<file path="src/design/assert_macros.svh">
// Assertion macros shared by the scheduler RTL.
`ifndef ASSERT_MACROS_SVH
`define ASSERT_MACROS_SVH
`ifndef NO_ASSERTIONS
// Checked on every rising edge outside reset.
`define RRTS_ASSERT(lbl, prop) \
  lbl: assert property (@(posedge clk) disable iff (!rst_n) prop) \
    else $error("rrts assertion failed");
// Checked on every rising edge, reset included.
`define RRTS_ASSERT_ALWAYS(lbl, prop) \
  lbl: assert property (@(posedge clk) prop) \
    else $error("rrts assertion failed");
`else
`define RRTS_ASSERT(lbl, prop)
`define RRTS_ASSERT_ALWAYS(lbl, prop)
`endif
`endif

</file>
<file path="src/design/rrts_pkg.sv">
// Types, codes and defaults of the round-robin thread scheduler.
`default_nettype none
package rrts_pkg;
  localparam int MAX_THREADS_DEF = 16;
  localparam int PRIO_LEVELS_DEF = 4;
  localparam int QW = 31;
  localparam int CFG_AW = 5;

  localparam logic [2:0] OP_TICK    = 3'd0;
  localparam logic [2:0] OP_SPAWN   = 3'd1;
  localparam logic [2:0] OP_TERM    = 3'd2;
  localparam logic [2:0] OP_BLOCK   = 3'd3;
  localparam logic [2:0] OP_RESUME  = 3'd4;
  localparam logic [2:0] OP_SETPRIO = 3'd5;
  localparam logic [2:0] OP_QUERY   = 3'd6;

  localparam logic [1:0] SS_FREE  = 2'd0;
  localparam logic [1:0] SS_READY = 2'd1;
  localparam logic [1:0] SS_RUN   = 2'd2;
  localparam logic [1:0] SS_BLK   = 2'd3;

  localparam logic [1:0] STS_OK   = 2'd0;
  localparam logic [1:0] STS_ERR  = 2'd1;
  localparam logic [1:0] STS_EXIT = 2'd2;

  localparam logic [2:0] REG_PRIO_COUNT = 3'd0;
  localparam logic [2:0] REG_Q0 = 3'd1;
  localparam logic [2:0] REG_Q1 = 3'd2;
  localparam logic [2:0] REG_Q2 = 3'd3;
  localparam logic [2:0] REG_Q3 = 3'd4;

  typedef struct packed {
    logic [2:0]  opcode;
    logic [3:0]  thread_id;
    logic [1:0]  priority_req;
    logic [31:0] entry_address;
  } in_item_t;

  typedef struct packed {
    logic [1:0]  status;
    logic [3:0]  spawned_id;
    logic [3:0]  running_id;
    logic [31:0] total_quantums;
    logic [31:0] thread_quantums;
    logic        switched;
  } out_item_t;

  typedef struct packed {
    logic [1:0]  st;
    logic [1:0]  prio;
    logic [31:0] quantums;
  } slot_t;

  localparam int SLOT_W = $bits(slot_t);
endpackage
`default_nettype wire

</file>
<file path="src/design/rrts_ram.sv">
// Generic RAM with one write port and one registered read port.
`default_nettype none
module rrts_ram #(
  parameter int W = 8,
  parameter int D = 16
) (
  input  wire logic                 clk,
  input  wire logic                 we,
  input  wire logic [$clog2(D)-1:0] waddr,
  input  wire logic [W-1:0]         wdata,
  input  wire logic                 re,
  input  wire logic [$clog2(D)-1:0] raddr,
  output logic      [W-1:0]         rdata
);
  logic [W-1:0] mem [D];

  always_ff @(posedge clk) begin
    if (we) begin
      mem[waddr] <= wdata;
    end
    if (re) begin
      rdata <= mem[raddr];
    end
  end
endmodule
`default_nettype wire

</file>
<file path="src/design/round_robin_thread_scheduler.sv">
// Top level of the round-robin thread scheduler with per-priority quanta.
//
//   channel  direction  handshake           payload
//   in_      into       in_valid/in_stall   rrts_pkg::in_item_t
//   out_     out of     out_valid/out_stall rrts_pkg::out_item_t
//   cfg      into       psel/penable/pready paddr, pwdata, prdata
//
// One item at a time. A quantum switch follows a tick that ends the quantum or a
// terminate or block of the running thread, a spawn scans the slot table RAM for
// the lowest free slot, and a removal from the ready queue is a compaction walk
// through the queue RAM. Slot entries carry valid bits, so reset and main thread
// exit take effect at once with no clearing pass. The block takes the next item
// while a finished result waits; a second result waits until out_stall drops.
`default_nettype none
module round_robin_thread_scheduler #(
  parameter int MAX_THREADS     = rrts_pkg::MAX_THREADS_DEF,
  parameter int PRIORITY_LEVELS = rrts_pkg::PRIO_LEVELS_DEF
) (
  input  wire logic                        clk,
  input  wire logic                        rst_n,
  input  wire logic                        in_valid,
  output logic                             in_stall,
  input  wire rrts_pkg::in_item_t          in_data,
  output logic                             out_valid,
  input  wire logic                        out_stall,
  output rrts_pkg::out_item_t              out_data,
  input  wire logic                        psel,
  input  wire logic                        penable,
  input  wire logic                        pwrite,
  input  wire logic [rrts_pkg::CFG_AW-1:0] paddr,
  input  wire logic [31:0]                 pwdata,
  output logic      [31:0]                 prdata,
  output logic                             pready
);
`include "assert_macros.svh"

  localparam int ID_W = $clog2(MAX_THREADS);
  localparam int CW   = $clog2(MAX_THREADS + 1);
  localparam int QW   = rrts_pkg::QW;

  typedef enum logic [3:0] {
    S_IDLE, S_IDCHK, S_SNRD, S_SNCUR, S_SNNXRD, S_SNNX, S_SCAN, S_RM, S_DONE
  } fsm_t;

  fsm_t                  state_r, state_nxt;
  logic [2:0]            op_r, op_nxt;
  logic [ID_W-1:0]       id_r, id_nxt;
  logic [1:0]            pr_r, pr_nxt;
  logic                  requeue_r, requeue_nxt;
  logic [ID_W-1:0]       cur_r, cur_nxt, before_r, before_nxt;
  logic [CW-1:0]         live_r, live_nxt, len_r, len_nxt;
  logic [ID_W-1:0]       head_r, head_nxt, tail_r, tail_nxt;
  logic [31:0]           quanta_r, quanta_nxt;
  logic [QW-1:0]         ticks_r, ticks_nxt;
  logic [MAX_THREADS-1:0] tv_r, tv_nxt;
  logic [1:0]            status_r, status_nxt;
  logic [ID_W-1:0]       spawned_r, spawned_nxt;
  logic [31:0]           tq_r, tq_nxt;
  logic [CW-1:0]         scan_r, scan_nxt;
  logic                  pend_r, pend_nxt;
  logic [ID_W-1:0]       rm_rptr_r, rm_rptr_nxt, rm_wptr_r, rm_wptr_nxt;
  logic [CW-1:0]         rm_cnt_r, rm_cnt_nxt, rm_keep_r, rm_keep_nxt;
  logic [ID_W-1:0]       tbl_addr_r, tbl_addr_nxt;
  logic                  tbl_vld_r, tbl_vld_nxt;
  logic                  out_valid_r, out_valid_nxt;
  rrts_pkg::out_item_t   out_data_r, out_data_nxt;
  logic [2:0]            pcnt_r, pcnt_nxt;
  logic [QW-1:0]         qreg_r [4];
  logic [QW-1:0]         qreg_nxt [4];

  logic                  tbl_re, tbl_we, fifo_re, fifo_we;
  logic [ID_W-1:0]       tbl_raddr, tbl_waddr, fifo_raddr, fifo_waddr, fifo_wdata, fifo_q;
  logic [rrts_pkg::SLOT_W-1:0] tbl_wdata, tbl_q;
  rrts_pkg::slot_t       tbl_rd, wb;
  logic                  cfg_wr;

  function automatic logic [ID_W-1:0] ptr_inc(input logic [ID_W-1:0] p);
    return (32'(p) == MAX_THREADS - 1) ? '0 : ID_W'(p + 1'b1);
  endfunction

  function automatic logic [QW-1:0] q_eff(input logic [QW-1:0] q);
    return (q == '0) ? QW'(1) : q;
  endfunction

  function automatic rrts_pkg::slot_t slot_dflt(input logic [ID_W-1:0] a);
    rrts_pkg::slot_t s;
    s.st = (a == '0) ? rrts_pkg::SS_RUN : rrts_pkg::SS_FREE;
    s.prio = 2'd0;
    s.quantums = 32'd0;
    return s;
  endfunction

  function automatic logic prio_ok(input logic [1:0] p, input logic [2:0] cnt);
    return ({1'b0, p} < cnt) && (32'(p) < PRIORITY_LEVELS);
  endfunction

  rrts_ram #(.W(rrts_pkg::SLOT_W), .D(MAX_THREADS)) u_tbl (
    .clk(clk), .we(tbl_we), .waddr(tbl_waddr), .wdata(tbl_wdata),
    .re(tbl_re), .raddr(tbl_raddr), .rdata(tbl_q)
  );

  rrts_ram #(.W(ID_W), .D(MAX_THREADS)) u_fifo (
    .clk(clk), .we(fifo_we), .waddr(fifo_waddr), .wdata(fifo_wdata),
    .re(fifo_re), .raddr(fifo_raddr), .rdata(fifo_q)
  );

  // Entries never written since reset read as their reset value.
  assign tbl_rd = tbl_vld_r ? rrts_pkg::slot_t'(tbl_q) : slot_dflt(tbl_addr_r);

  assign in_stall  = (state_r != S_IDLE);
  assign out_valid = out_valid_r;
  assign out_data  = out_data_r;
  assign pready    = 1'b1;
  assign cfg_wr    = psel && penable && pwrite;

  always_comb begin
    case (paddr[4:2])
      rrts_pkg::REG_PRIO_COUNT: prdata = {29'd0, pcnt_r};
      rrts_pkg::REG_Q0:         prdata = {1'b0, qreg_r[0]};
      rrts_pkg::REG_Q1:         prdata = {1'b0, qreg_r[1]};
      rrts_pkg::REG_Q2:         prdata = {1'b0, qreg_r[2]};
      rrts_pkg::REG_Q3:         prdata = {1'b0, qreg_r[3]};
      default:                  prdata = 32'd0;
    endcase
  end

  always_comb begin
    state_nxt = state_r;     op_nxt = op_r;           id_nxt = id_r;
    pr_nxt = pr_r;           requeue_nxt = requeue_r; cur_nxt = cur_r;
    before_nxt = before_r;   live_nxt = live_r;       len_nxt = len_r;
    head_nxt = head_r;       tail_nxt = tail_r;       quanta_nxt = quanta_r;
    ticks_nxt = ticks_r;     tv_nxt = tv_r;           status_nxt = status_r;
    spawned_nxt = spawned_r; tq_nxt = tq_r;           scan_nxt = scan_r;
    pend_nxt = pend_r;       rm_rptr_nxt = rm_rptr_r; rm_wptr_nxt = rm_wptr_r;
    rm_cnt_nxt = rm_cnt_r;   rm_keep_nxt = rm_keep_r;
    out_data_nxt = out_data_r;
    out_valid_nxt = out_valid_r && out_stall;
    pcnt_nxt = pcnt_r;
    for (int k = 0; k < 4; k++) begin
      qreg_nxt[k] = qreg_r[k];
    end
    tbl_re = 1'b0;   tbl_raddr = '0;  tbl_we = 1'b0;  tbl_waddr = '0;
    tbl_wdata = '0;  fifo_re = 1'b0;  fifo_raddr = '0;
    fifo_we = 1'b0;  fifo_waddr = '0; fifo_wdata = '0;
    wb = tbl_rd;

    if (cfg_wr) begin
      case (paddr[4:2])
        rrts_pkg::REG_PRIO_COUNT: pcnt_nxt = pwdata[2:0];
        rrts_pkg::REG_Q0:         qreg_nxt[0] = pwdata[QW-1:0];
        rrts_pkg::REG_Q1:         qreg_nxt[1] = pwdata[QW-1:0];
        rrts_pkg::REG_Q2:         qreg_nxt[2] = pwdata[QW-1:0];
        rrts_pkg::REG_Q3:         qreg_nxt[3] = pwdata[QW-1:0];
        default:                  pcnt_nxt = pcnt_r;
      endcase
    end

    case (state_r)
      S_IDLE: begin
        if (in_valid) begin
          op_nxt = in_data.opcode;
          id_nxt = ID_W'(in_data.thread_id);
          pr_nxt = in_data.priority_req;
          status_nxt = rrts_pkg::STS_OK;
          spawned_nxt = '0;
          tq_nxt = 32'd0;
          before_nxt = cur_r;
          state_nxt = S_DONE;
          case (in_data.opcode)
            rrts_pkg::OP_TICK: begin
              if (ticks_r <= QW'(1)) begin
                requeue_nxt = 1'b1;
                state_nxt = S_SNRD;
              end else begin
                ticks_nxt = ticks_r - 1'b1;
              end
            end
            rrts_pkg::OP_SPAWN: begin
              if (live_r >= CW'(MAX_THREADS) || !prio_ok(in_data.priority_req, pcnt_r)
                  || in_data.entry_address == 32'd0) begin
                status_nxt = rrts_pkg::STS_ERR;
              end else begin
                scan_nxt = '0;
                pend_nxt = 1'b0;
                state_nxt = S_SCAN;
              end
            end
            rrts_pkg::OP_TERM, rrts_pkg::OP_BLOCK, rrts_pkg::OP_RESUME,
            rrts_pkg::OP_SETPRIO, rrts_pkg::OP_QUERY: begin
              if (32'(in_data.thread_id) >= MAX_THREADS) begin
                status_nxt = rrts_pkg::STS_ERR;
              end else begin
                tbl_re = 1'b1;
                tbl_raddr = ID_W'(in_data.thread_id);
                requeue_nxt = 1'b0;
                state_nxt = S_IDCHK;
              end
            end
            default: status_nxt = rrts_pkg::STS_ERR;
          endcase
        end
      end

      S_IDCHK: begin
        state_nxt = S_DONE;
        // Shared setup of the queue compaction walk.
        rm_rptr_nxt = head_r;
        rm_wptr_nxt = head_r;
        rm_cnt_nxt = len_r;
        rm_keep_nxt = '0;
        pend_nxt = 1'b0;
        if (tbl_rd.st == rrts_pkg::SS_FREE) begin
          status_nxt = rrts_pkg::STS_ERR;
        end else begin
          case (op_r)
            rrts_pkg::OP_TERM: begin
              if (id_r == '0) begin
                // Main thread exit: back to the reset state, registers kept.
                tv_nxt = '0;
                cur_nxt = '0;
                live_nxt = CW'(1);
                len_nxt = '0;
                head_nxt = '0;
                tail_nxt = '0;
                quanta_nxt = 32'd0;
                ticks_nxt = q_eff(qreg_r[0]);
                status_nxt = rrts_pkg::STS_EXIT;
              end else if (id_r == cur_r) begin
                state_nxt = S_SNRD;
              end else begin
                tbl_we = 1'b1;
                tbl_waddr = id_r;
                wb = '0;
                tbl_wdata = wb;
                live_nxt = live_r - 1'b1;
                state_nxt = S_RM;
              end
            end
            rrts_pkg::OP_BLOCK: begin
              if (id_r == '0) begin
                status_nxt = rrts_pkg::STS_ERR;
              end else if (tbl_rd.st == rrts_pkg::SS_READY) begin
                tbl_we = 1'b1;
                tbl_waddr = id_r;
                wb.st = rrts_pkg::SS_BLK;
                tbl_wdata = wb;
                state_nxt = S_RM;
              end else if (tbl_rd.st == rrts_pkg::SS_RUN) begin
                state_nxt = S_SNRD;
              end
            end
            rrts_pkg::OP_RESUME: begin
              if (tbl_rd.st == rrts_pkg::SS_BLK) begin
                tbl_we = 1'b1;
                tbl_waddr = id_r;
                wb.st = rrts_pkg::SS_READY;
                tbl_wdata = wb;
                fifo_we = 1'b1;
                fifo_waddr = tail_r;
                fifo_wdata = id_r;
                tail_nxt = ptr_inc(tail_r);
                len_nxt = len_r + 1'b1;
              end
            end
            rrts_pkg::OP_SETPRIO: begin
              if (!prio_ok(pr_r, pcnt_r)) begin
                status_nxt = rrts_pkg::STS_ERR;
              end else begin
                tbl_we = 1'b1;
                tbl_waddr = id_r;
                wb.prio = pr_r;
                tbl_wdata = wb;
              end
            end
            rrts_pkg::OP_QUERY: begin
              tq_nxt = tbl_rd.quantums + 32'(id_r == cur_r);
            end
            default: status_nxt = rrts_pkg::STS_ERR;
          endcase
        end
      end

      S_SNRD: begin
        tbl_re = 1'b1;
        tbl_raddr = cur_r;
        fifo_re = 1'b1;
        fifo_raddr = head_r;
        state_nxt = S_SNCUR;
      end

      S_SNCUR: begin
        // Close the outgoing quantum and pick the next thread.
        quanta_nxt = quanta_r + 32'd1;
        wb.quantums = tbl_rd.quantums + 32'd1;
        tbl_we = 1'b1;
        tbl_waddr = cur_r;
        state_nxt = S_SNNXRD;
        if (requeue_r) begin
          if (len_r == '0) begin
            wb.st = rrts_pkg::SS_RUN;
            ticks_nxt = q_eff(qreg_r[tbl_rd.prio]);
            state_nxt = S_DONE;
          end else begin
            wb.st = rrts_pkg::SS_READY;
            fifo_we = 1'b1;
            fifo_waddr = tail_r;
            fifo_wdata = cur_r;
            tail_nxt = ptr_inc(tail_r);
            head_nxt = ptr_inc(head_r);
            cur_nxt = fifo_q;
          end
        end else begin
          if (op_r == rrts_pkg::OP_BLOCK) begin
            wb.st = rrts_pkg::SS_BLK;
          end else begin
            wb = '0;
            live_nxt = live_r - 1'b1;
          end
          if (len_r != '0) begin
            cur_nxt = fifo_q;
            head_nxt = ptr_inc(head_r);
            len_nxt = len_r - 1'b1;
          end else begin
            cur_nxt = '0;
          end
        end
        tbl_wdata = wb;
      end

      S_SNNXRD: begin
        tbl_re = 1'b1;
        tbl_raddr = cur_r;
        state_nxt = S_SNNX;
      end

      S_SNNX: begin
        tbl_we = 1'b1;
        tbl_waddr = cur_r;
        wb.st = rrts_pkg::SS_RUN;
        tbl_wdata = wb;
        ticks_nxt = q_eff(qreg_r[tbl_rd.prio]);
        state_nxt = S_DONE;
      end

      S_SCAN: begin
        // One slot read issued per cycle; its state is checked in the next cycle.
        if (scan_r < CW'(MAX_THREADS)) begin
          tbl_re = 1'b1;
          tbl_raddr = scan_r[ID_W-1:0];
          scan_nxt = scan_r + 1'b1;
        end
        pend_nxt = (scan_r < CW'(MAX_THREADS));
        if (pend_r && tbl_rd.st == rrts_pkg::SS_FREE) begin
          tbl_we = 1'b1;
          tbl_waddr = tbl_addr_r;
          wb.st = rrts_pkg::SS_READY;
          wb.prio = pr_r;
          wb.quantums = 32'd0;
          tbl_wdata = wb;
          fifo_we = 1'b1;
          fifo_waddr = tail_r;
          fifo_wdata = tbl_addr_r;
          tail_nxt = ptr_inc(tail_r);
          len_nxt = len_r + 1'b1;
          live_nxt = live_r + 1'b1;
          spawned_nxt = tbl_addr_r;
          state_nxt = S_DONE;
        end else if (!pend_r && scan_r >= CW'(MAX_THREADS)) begin
          status_nxt = rrts_pkg::STS_ERR;
          state_nxt = S_DONE;
        end
      end

      S_RM: begin
        // The write pointer trails the read pointer, so the ports never collide.
        if (rm_cnt_r != '0) begin
          fifo_re = 1'b1;
          fifo_raddr = rm_rptr_r;
          rm_rptr_nxt = ptr_inc(rm_rptr_r);
          rm_cnt_nxt = rm_cnt_r - 1'b1;
        end
        pend_nxt = (rm_cnt_r != '0);
        if (pend_r && fifo_q != id_r) begin
          fifo_we = 1'b1;
          fifo_waddr = rm_wptr_r;
          fifo_wdata = fifo_q;
          rm_wptr_nxt = ptr_inc(rm_wptr_r);
          rm_keep_nxt = rm_keep_r + 1'b1;
        end
        if (!pend_r && rm_cnt_r == '0) begin
          tail_nxt = rm_wptr_r;
          len_nxt = rm_keep_r;
          state_nxt = S_DONE;
        end
      end

      S_DONE: begin
        if (!out_valid_r || !out_stall) begin
          out_valid_nxt = 1'b1;
          out_data_nxt.status = status_r;
          out_data_nxt.spawned_id = 4'(spawned_r);
          out_data_nxt.running_id = 4'(cur_r);
          out_data_nxt.total_quantums = quanta_r + 32'd1;
          out_data_nxt.thread_quantums = tq_r;
          out_data_nxt.switched = (cur_r != before_r);
          state_nxt = S_IDLE;
        end
      end

      default: state_nxt = S_IDLE;
    endcase

    if (tbl_we) begin
      tv_nxt[tbl_waddr] = 1'b1;
    end
    tbl_addr_nxt = tbl_re ? tbl_raddr : tbl_addr_r;
    tbl_vld_nxt  = tbl_re ? tv_r[tbl_raddr] : tbl_vld_r;
  end

  always_ff @(posedge clk) begin
    if (!rst_n) begin
      state_r <= S_IDLE;
      cur_r <= '0;
      live_r <= CW'(1);
      len_r <= '0;
      head_r <= '0;
      tail_r <= '0;
      quanta_r <= 32'd0;
      ticks_r <= QW'(1000);
      tv_r <= '0;
      out_valid_r <= 1'b0;
      pend_r <= 1'b0;
      tbl_vld_r <= 1'b0;
      pcnt_r <= 3'd1;
      for (int k = 0; k < 4; k++) begin
        qreg_r[k] <= QW'(1000);
      end
    end else begin
      state_r <= state_nxt;
      cur_r <= cur_nxt;
      live_r <= live_nxt;
      len_r <= len_nxt;
      head_r <= head_nxt;
      tail_r <= tail_nxt;
      quanta_r <= quanta_nxt;
      ticks_r <= ticks_nxt;
      tv_r <= tv_nxt;
      out_valid_r <= out_valid_nxt;
      pend_r <= pend_nxt;
      tbl_vld_r <= tbl_vld_nxt;
      pcnt_r <= pcnt_nxt;
      for (int k = 0; k < 4; k++) begin
        qreg_r[k] <= qreg_nxt[k];
      end
    end
    op_r <= op_nxt;
    id_r <= id_nxt;
    pr_r <= pr_nxt;
    requeue_r <= requeue_nxt;
    before_r <= before_nxt;
    status_r <= status_nxt;
    spawned_r <= spawned_nxt;
    tq_r <= tq_nxt;
    scan_r <= scan_nxt;
    rm_rptr_r <= rm_rptr_nxt;
    rm_wptr_r <= rm_wptr_nxt;
    rm_cnt_r <= rm_cnt_nxt;
    rm_keep_r <= rm_keep_nxt;
    tbl_addr_r <= tbl_addr_nxt;
    out_data_r <= out_data_nxt;
  end

  `RRTS_ASSERT(a_queue_fits, len_r <= live_r)
  `RRTS_ASSERT(a_main_live, live_r != '0 && live_r <= CW'(MAX_THREADS))
  `RRTS_ASSERT(a_result_from_done, $rose(out_valid_r) |-> $past(state_r == S_DONE))
  `RRTS_ASSERT(a_busy_stalls, (state_r != S_IDLE) |-> in_stall)
endmodule
`default_nettype wire
</file>
<file path="config.mk">
export PLATFORM = sky130hd
export DESIGN_NAME = round_robin_thread_scheduler
export DESIGN_NICKNAME = d
export VERILOG_FILES = /design/src/design/rrts_pkg.sv /design/src/design/rrts_ram.sv /design/src/design/round_robin_thread_scheduler.sv
export VERILOG_INCLUDE_DIRS = /design/src /design/src/design
export SDC_FILE = /design/constraint.sdc
export NUM_CORES = 2
export LEC_CHECK = 0
export BUFFER_PORTS_ARGS = -buffer_cell sky130_fd_sc_hd__buf_2
export CAP_MARGIN = 20
export CORE_ASPECT_RATIO = 1.1
export CORE_MARGIN = 5
export CORE_UTILIZATION = 55
export DETAILED_ROUTE_END_ITERATION = 8
export PLACE_DENSITY = 0.73
export SYNTH_ARGS = -nofsm -noshare
export SYNTH_HDL_FRONTEND = slang
export SYNTH_SLANG_ARGS = --single-unit
</file>
<file path="constraint.sdc">
create_clock -name clk -period 14.7 [get_ports clk]
set_input_delay 1.47 -clock clk [delete_from_list [all_inputs] [get_ports clk]]
set_output_delay 1.47 -clock clk [all_outputs]
set_load 0.005 [all_outputs]
</file>
Yosys cells after proc, flatten, opt, wreduce, memory -nomap -nowiden
Memories as Yosys holds them, arrays and structs flattened. A register that Yosys moved wholly into a read port is not among the register bits. Index checks and enable logic that the tools add are counted.

Output and inout bits: 110. Memories: 3. Input port bits: 85. Logic and storage cells: 400. Flip-flop bits (word level): 265. Memory bits (writable): 764.

Memory list: u_tbl.mem (depth 16, bits a word 36, read ports 1, clocked after Yosys merged registers in 1, wr ports 1, line rrts_ram.sv:15) `logic [W-1:0] mem [D];`; qreg_r (depth 4, bits a word 31, read ports 5, clocked after Yosys merged registers in 0, wr ports 4, line round_robin_thread_scheduler.sv:68) `logic [QW-1:0] qreg_r [4];`; u_fifo.mem (depth 16, bits a word 4, read ports 1, clocked after Yosys merged registers in 1, wr ports 1, line rrts_ram.sv:15).

Equality and inequality tests: 68. Add/subtract/negate cells: 15. $lt $le $gt $ge: 9. Reductions and logical operators: 63. Bitwise gates (word level): 5. Mux-type cells: 204.

Operator list (count): 2-to-1 mux 31 bit (18); 2-to-1 mux 4 bit (61); 2-to-1 mux 32 bit (6); 2-to-1 mux 36 bit (5); one-hot mux 31 bit (5 select lines) (1); one-hot mux 36 bit (4 select lines) (1); one-hot mux 32 bit (2 select lines) (2); 2-to-1 mux 124 bit (1); one-hot mux 31 bit (4 select lines) (1); one-hot mux 36 bit (3 select lines) (1); 2-to-1 mux 5 bit (20); 2-to-1 mux 16 bit (5); 2-to-1 mux 35 bit (2); 2-to-1 mux 34 bit (2); adder 32 x 1 -> 32 bit, second input constant (2); one-hot mux 4 bit (2 select lines) (8); one-hot mux 4 bit (4 select lines) (4); zero test 31 bit (2); inequality test 2 bit, second input constant (20); one-hot mux 5 bit (2 select lines) (4); one-hot mux 4 bit (3 select lines) (3); one-hot mux 4 bit (9 select lines) (1); adder 32 x 1 -> 32 bit (1); zero test 32 bit (1); other kinds (61) (192).

Logic depth before layout (Yosys ltp)
Word-level depth: 15. Mapped depth: 17. Depth with buffers taken out: 11.

Modules after synthesis
Synthesis repeated with hierarchy kept, for this count alone.

Cells, all modules: 3510. Area total of the unflattened synthesis: 46427.0 um2.

Modules (own cells, without submodules): rrts_ram at u_tbl (cells each 938, area each 22679.3 um2, instances 1, sequential area each 18377.6 um2); round_robin_thread_scheduler (cells each 2442, area each 21041.4 um2, instances 1, sequential area each 9328.9 um2); rrts_ram at u_fifo (cells each 130, area each 2706.3 um2, instances 1, sequential area each 2042.0 um2).

Worst setup path before layout
No wires, ideal clock.

Path type: input to register. Start: input port out_stall. End: register out_data_r (netlist bit out_data[0]), enable pin. Data arrival time: 5.028 ns. Data required time: 14.167 ns. Cell stages on the path: 1. Path buffers: 0. Slack: 9.139 ns. Path through: a21oi_1.

Cells in the longest elaborated chain, start to end: 3.

Ends and longest elaborated chain: from (decl) (line round_robin_thread_scheduler.sv:25) `input wire logic out_stall,`; zero test 1 bit (line round_robin_thread_scheduler.sv:398) `if (!out_valid_r || !out_stall) begin`; logical OR 1 bit (line round_robin_thread_scheduler.sv:398); AND reduction 2 bit (no line); to (signal assigned) (line round_robin_thread_scheduler.sv:470) `out_data_r <= out_data_nxt;`; to (decl) (line round_robin_thread_scheduler.sv:66) `rrts_pkg::out_item_t out_data_r, out_data_nxt;`.

No other way between the ends. A chain may end at the register's enable or synchronous reset.

Final worst setup path
Start: input port in_data[38] (netlist bit). End: register u_tbl.rdata[19], read port of u_tbl.mem (data pin).

Cells in the longest elaborated chain, start to end: 5. Elaborated cells between the ends (all ways): 12. Classes of those cells: eq/ne: 5; mux: 6; reduce/logical: 1.

Ends and longest elaborated chain: from (decl) (line round_robin_thread_scheduler.sv:23) `input wire rrts_pkg::in_item_t in_data,`; equality test 3 x 2 -> 1 bit or equality test 3 bit (tied branches) (line round_robin_thread_scheduler.sv:169) `case (in_data.opcode)`; OR reduction 5 bit * (line round_robin_thread_scheduler.sv:169); 2-to-1 mux 4 bit or 2-to-1 mux 1 bit (tied branches) (line round_robin_thread_scheduler.sv:169); 2-to-1 mux 4 bit or 2-to-1 mux 1 bit (tied branches) (line round_robin_thread_scheduler.sv:160) `if (in_valid) begin`; one-hot mux 4 bit (3 select lines) or one-hot mux 1 bit (3 select lines) (tied branches) (line round_robin_thread_scheduler.sv:158) `case (state_r)`; to (decl) (line rrts_ram.sv:13) `output logic [W-1:0] rdata`.

Every way passes the cells marked *; elsewhere a longest branch is shown, timed or not.

==> results.md <==
- Status: finished clean
- Via count: 36258
- R2R cell count: 12
- Antenna violations before repair: 2
- Initial DRC Count: 4664
- Post-Syn Instances: 4390
- # clock sinks: 1069
- Total CTS buffers: 103
- Fillers: 6834
- Worst-Skew Late Latency: 0.71 ns
- Internal: 4.89 mW
- Flop and latch count out of synthesis: 1069
- Ys flop type: edfxtp_1
- DRT Wirelength: 132000 um
- First-pass GRT wire length: 201000 um
- Fmax: 171 MHz
- CTS tree: yes
- Die ar.: 92700 um^2
- IO Pins: 195
- Classification of the worst setup path: in -> reg
- FP Rows: 113
- Total power: 6.44 mW
- Most frequent cells in the layout: nand2_1, edfxtp_1, nand3_1
- Max Slew Vio Count: 0
- Dpl cells: 5512
- Hold WC Path Type: reg -> reg
- Post-CTS Setup Inserts: 0
- Post-route antenna net violation count: 0
- # port buffers: 189
- Setup TNS: 0 ns
- Clk buf depth: 3
- GRT Overall Usage: 27.3%
- Post-Syn Nets: 4497
- Core ar.: 86200 um^2
- Drt first pass iters: 6
- Critical path origin: in_data[38]
- Peak VDD IR: 0.0933 mV
- RSZ-0062 raised after global routing: no
- WHS Path Cells: 0
- Switching Fraction: 24.1%
- Worst EP required: 15.22 ns
- Hold Buf Count CTS: 0
- Drc violations: 0
- Sequential fraction of the synthesis area: 62.4%
- Worst relative slew slack: 19.1%
- Initial core utilization: 55.3%
- Final setup violating endpoints: 0
- WL per Instance: 23.1 um
- Arrival time of the worst setup path: 6.37 ns
- WHS Endpoint: out_data[24]
- Final worst slack: 8.86 ns
- Post-CTS Resized: 0
- Final Non-Filler Cells: 5723
- Hold violation count in the final report: 0
- Vias in the first global route: 34355
- Most common cell after layout, fill and taps aside: nand2_1
- Die Ht: 319 um
- Die width: 291 um
- Syn_area_per_cell: 10.9 um^2
- Tmin final: 5.84 ns
- Share of cells above drive strength 1: 11.6%
- Logic pwr share: 7.2%
- Vias/cell: 6.34
- Crit start category: primary input
- Htree depth: 3
- Synthesized area: 47700 um^2
- Ratio of final minimum period to clock period: 39.8%
- Routability Congestion: 0.943
- CP Max Fanout: 102
- Place WS: 8.26 ns
- R2r setup slk: 8.86 ns
- YS warnings: 0
- FF-to-FF End: u_tbl.rdata[19]
- Nets: 4588
- Post-synth EDFFs: 834
- Max-Cap Viols: 0
- RR Startpoint: state_r[0]
- Net load switching power: 1.55 mW
- Area Growth Syn to Fin: 11.6%
- Clock Skew: 0.0355 ns
- Min Hold Slack: 0.418 ns
- Dpl hpwl: 76400 um
- Tightest Pin Transition: 1.21 ns
- Clock transition at path regs: 0.06 ns
- Ys async rst share: 0%
- Hold path startpoint: tq_r[23]
- Pwr/cell area: 121 nW/um^2
- Leak: 18.4 nW
- Power share of the clock group: 40.3%
- Worst setup EP type: flop
- CTS root buffer: clkbuf_16
- Flop pwr share: 52.5%
- Global route total overflow: 0
- Yosys cell types: 93
- Largest net degree at the start of global routing: 170
## stage by stage
| stage | area, um^2 | util [%] |
|---|---|---|
| 2_1_floorplan | 47700 | - |
| 3_3_place_gp | 49700 | 57.7 |
| 3_5_place_dp | 49700 | 57.7 |
| 4_1_cts | 53000 | 61.5 |
| 5_1_grt | 53200 | 61.7 |
| 6_report | 53200 | 61.7 |
## cells by family (layout without fill, tap and decap cells)
logic type / Yosys count / count (layout) / synth area share (%)
AO/OA/AOI/OAI: 824 / 824 / 11.7
other: 2 / 4 / 0.0158
XOR/XNOR: 104 / 104 / 1.91
flip-flops: 1069 / 1069 / 62.4
adder cells (fa/ha/maj): 22 / 22 / 0.577
AND/OR/NAND/NOR: 1925 / 1925 / 18.3
multiplexers: 95 / 95 / 2.07
buffers and inverters: 349 / 530 / 2.96
## power by group through the flow
stage	Sequential, mW	Combinational, mW	Clock (mW)
after floorplan	3.42	0.307	0
after global placement	3.44	0.450	0
after detailed placement	3.44	0.457	0
after CTS	3.38	0.459	2.62
after global routing	3.38	0.500	2.75
final	3.38	0.464	2.59
## worst max-delay path by stage
stage                      endpoint  slack (ns)  cells after the start
floorplan               out_data[0]        9.14                      1
global placement    u_tbl.rdata[18]        8.35                     12
detailed placement  u_tbl.rdata[19]        8.26                     12
CTS                 u_tbl.rdata[19]        8.99                     12
global route        u_tbl.rdata[19]        8.66                     12
finish              u_tbl.rdata[19]        8.86                     12
## final cells by class
| cell class | count | area (um^2) | area share [%] |
|---|---|---|---|
| antenna | 2 | 5.00 | 0.00941 |
| inverter | 45 | 186 | 0.351 |
| sequential | 1069 | 29700 | 55.9 |
| tap | 1150 | 1440 | 2.71 |
| clock inverter | 53 | 502 | 0.943 |
| multi-input combinational | 2972 | 16700 | 31.5 |
| timing repair buffer | 290 | 1770 | 3.33 |
| clock buffer | 142 | 2800 | 5.26 |
## synthesized netlist by cell type (12+ instances only)
| master | instances | share of area (%) |
|---|---|---|
| nor3_1 | 66 | 0.69 |
| o22ai_1 | 25 | 0.33 |
| nor2_1 | 242 | 1.9 |
| a222oi_1 | 12 | 0.25 |
| a311oi_1 | 78 | 1.4 |
| mux2_2 | 18 | 0.43 |
| clkbuf_1 | 208 | 1.6 |
| a32oi_1 | 16 | 0.29 |
| a21o_1 | 16 | 0.25 |
| a31oi_1 | 46 | 0.60 |
| ha_1 | 22 | 0.58 |
| a22oi_1 | 39 | 0.61 |
| a22o_1 | 35 | 0.64 |
| and3_1 | 31 | 0.41 |
| a211oi_1 | 60 | 0.95 |
| inv_1 | 41 | 0.32 |
| xnor2_1 | 66 | 1.2 |
| or3_1 | 13 | 0.17 |
| nand4_1 | 25 | 0.33 |
| edfxtp_1 | 834 | 53 |
| xor2_1 | 38 | 0.70 |
| o21ai_1 | 25 | 0.26 |
| o21ai_0 | 93 | 0.98 |
| o31ai_1 | 12 | 0.19 |
| dfxtp_1 | 235 | 9.9 |
| nor4_1 | 38 | 0.50 |
| nor4b_1 | 40 | 0.74 |
| o21a_1 | 13 | 0.20 |
| buf_2 | 68 | 0.71 |
| buf_1 | 23 | 0.18 |
| o221ai_1 | 15 | 0.28 |
| nand2b_1 | 15 | 0.20 |
| a221o_1 | 30 | 0.63 |
| nand2_1 | 965 | 7.6 |
| nand3_1 | 398 | 4.2 |
| a21oi_1 | 236 | 2.5 |
| and2_1 | 24 | 0.31 |
| mux2i_1 | 75 | 1.6 |
## critical path: stages
cell,delay [ns]
buf_2,0.13
and3_1,0.28
nor4_4,0.27
buf_4,0.56
nor3_4,0.16
inv_8,0.44
buf_4,0.91
buf_4,0.95
a211oi_1,0.21
a311oi_1,0.35
a311oi_1,0.09
a31oi_1,0.27
## state kept, by name, indices dropped and copies added (netlist names), 5 cells and up
name	count
u_tbl.mem	576
len_r	5
ticks_r	31
scan_r	5
tq_r	32
tv_r	16
out_data	75
qreg_r	124
rm_keep_r	5
quanta_r	32
u_tbl.rdata	36
u_fifo.mem	64
rm_cnt_r	5
live_r	5
## routing by layer
metal,global-route usage [%],vias up,wire (um)
met2,44.5,1932,62600
met3,4.20,394,11700
met5,0,-,0
met1,36.8,17512,52000
met4,12.2,0,6230
li1,-,16420,-
(Power assumes the default switching activity.)
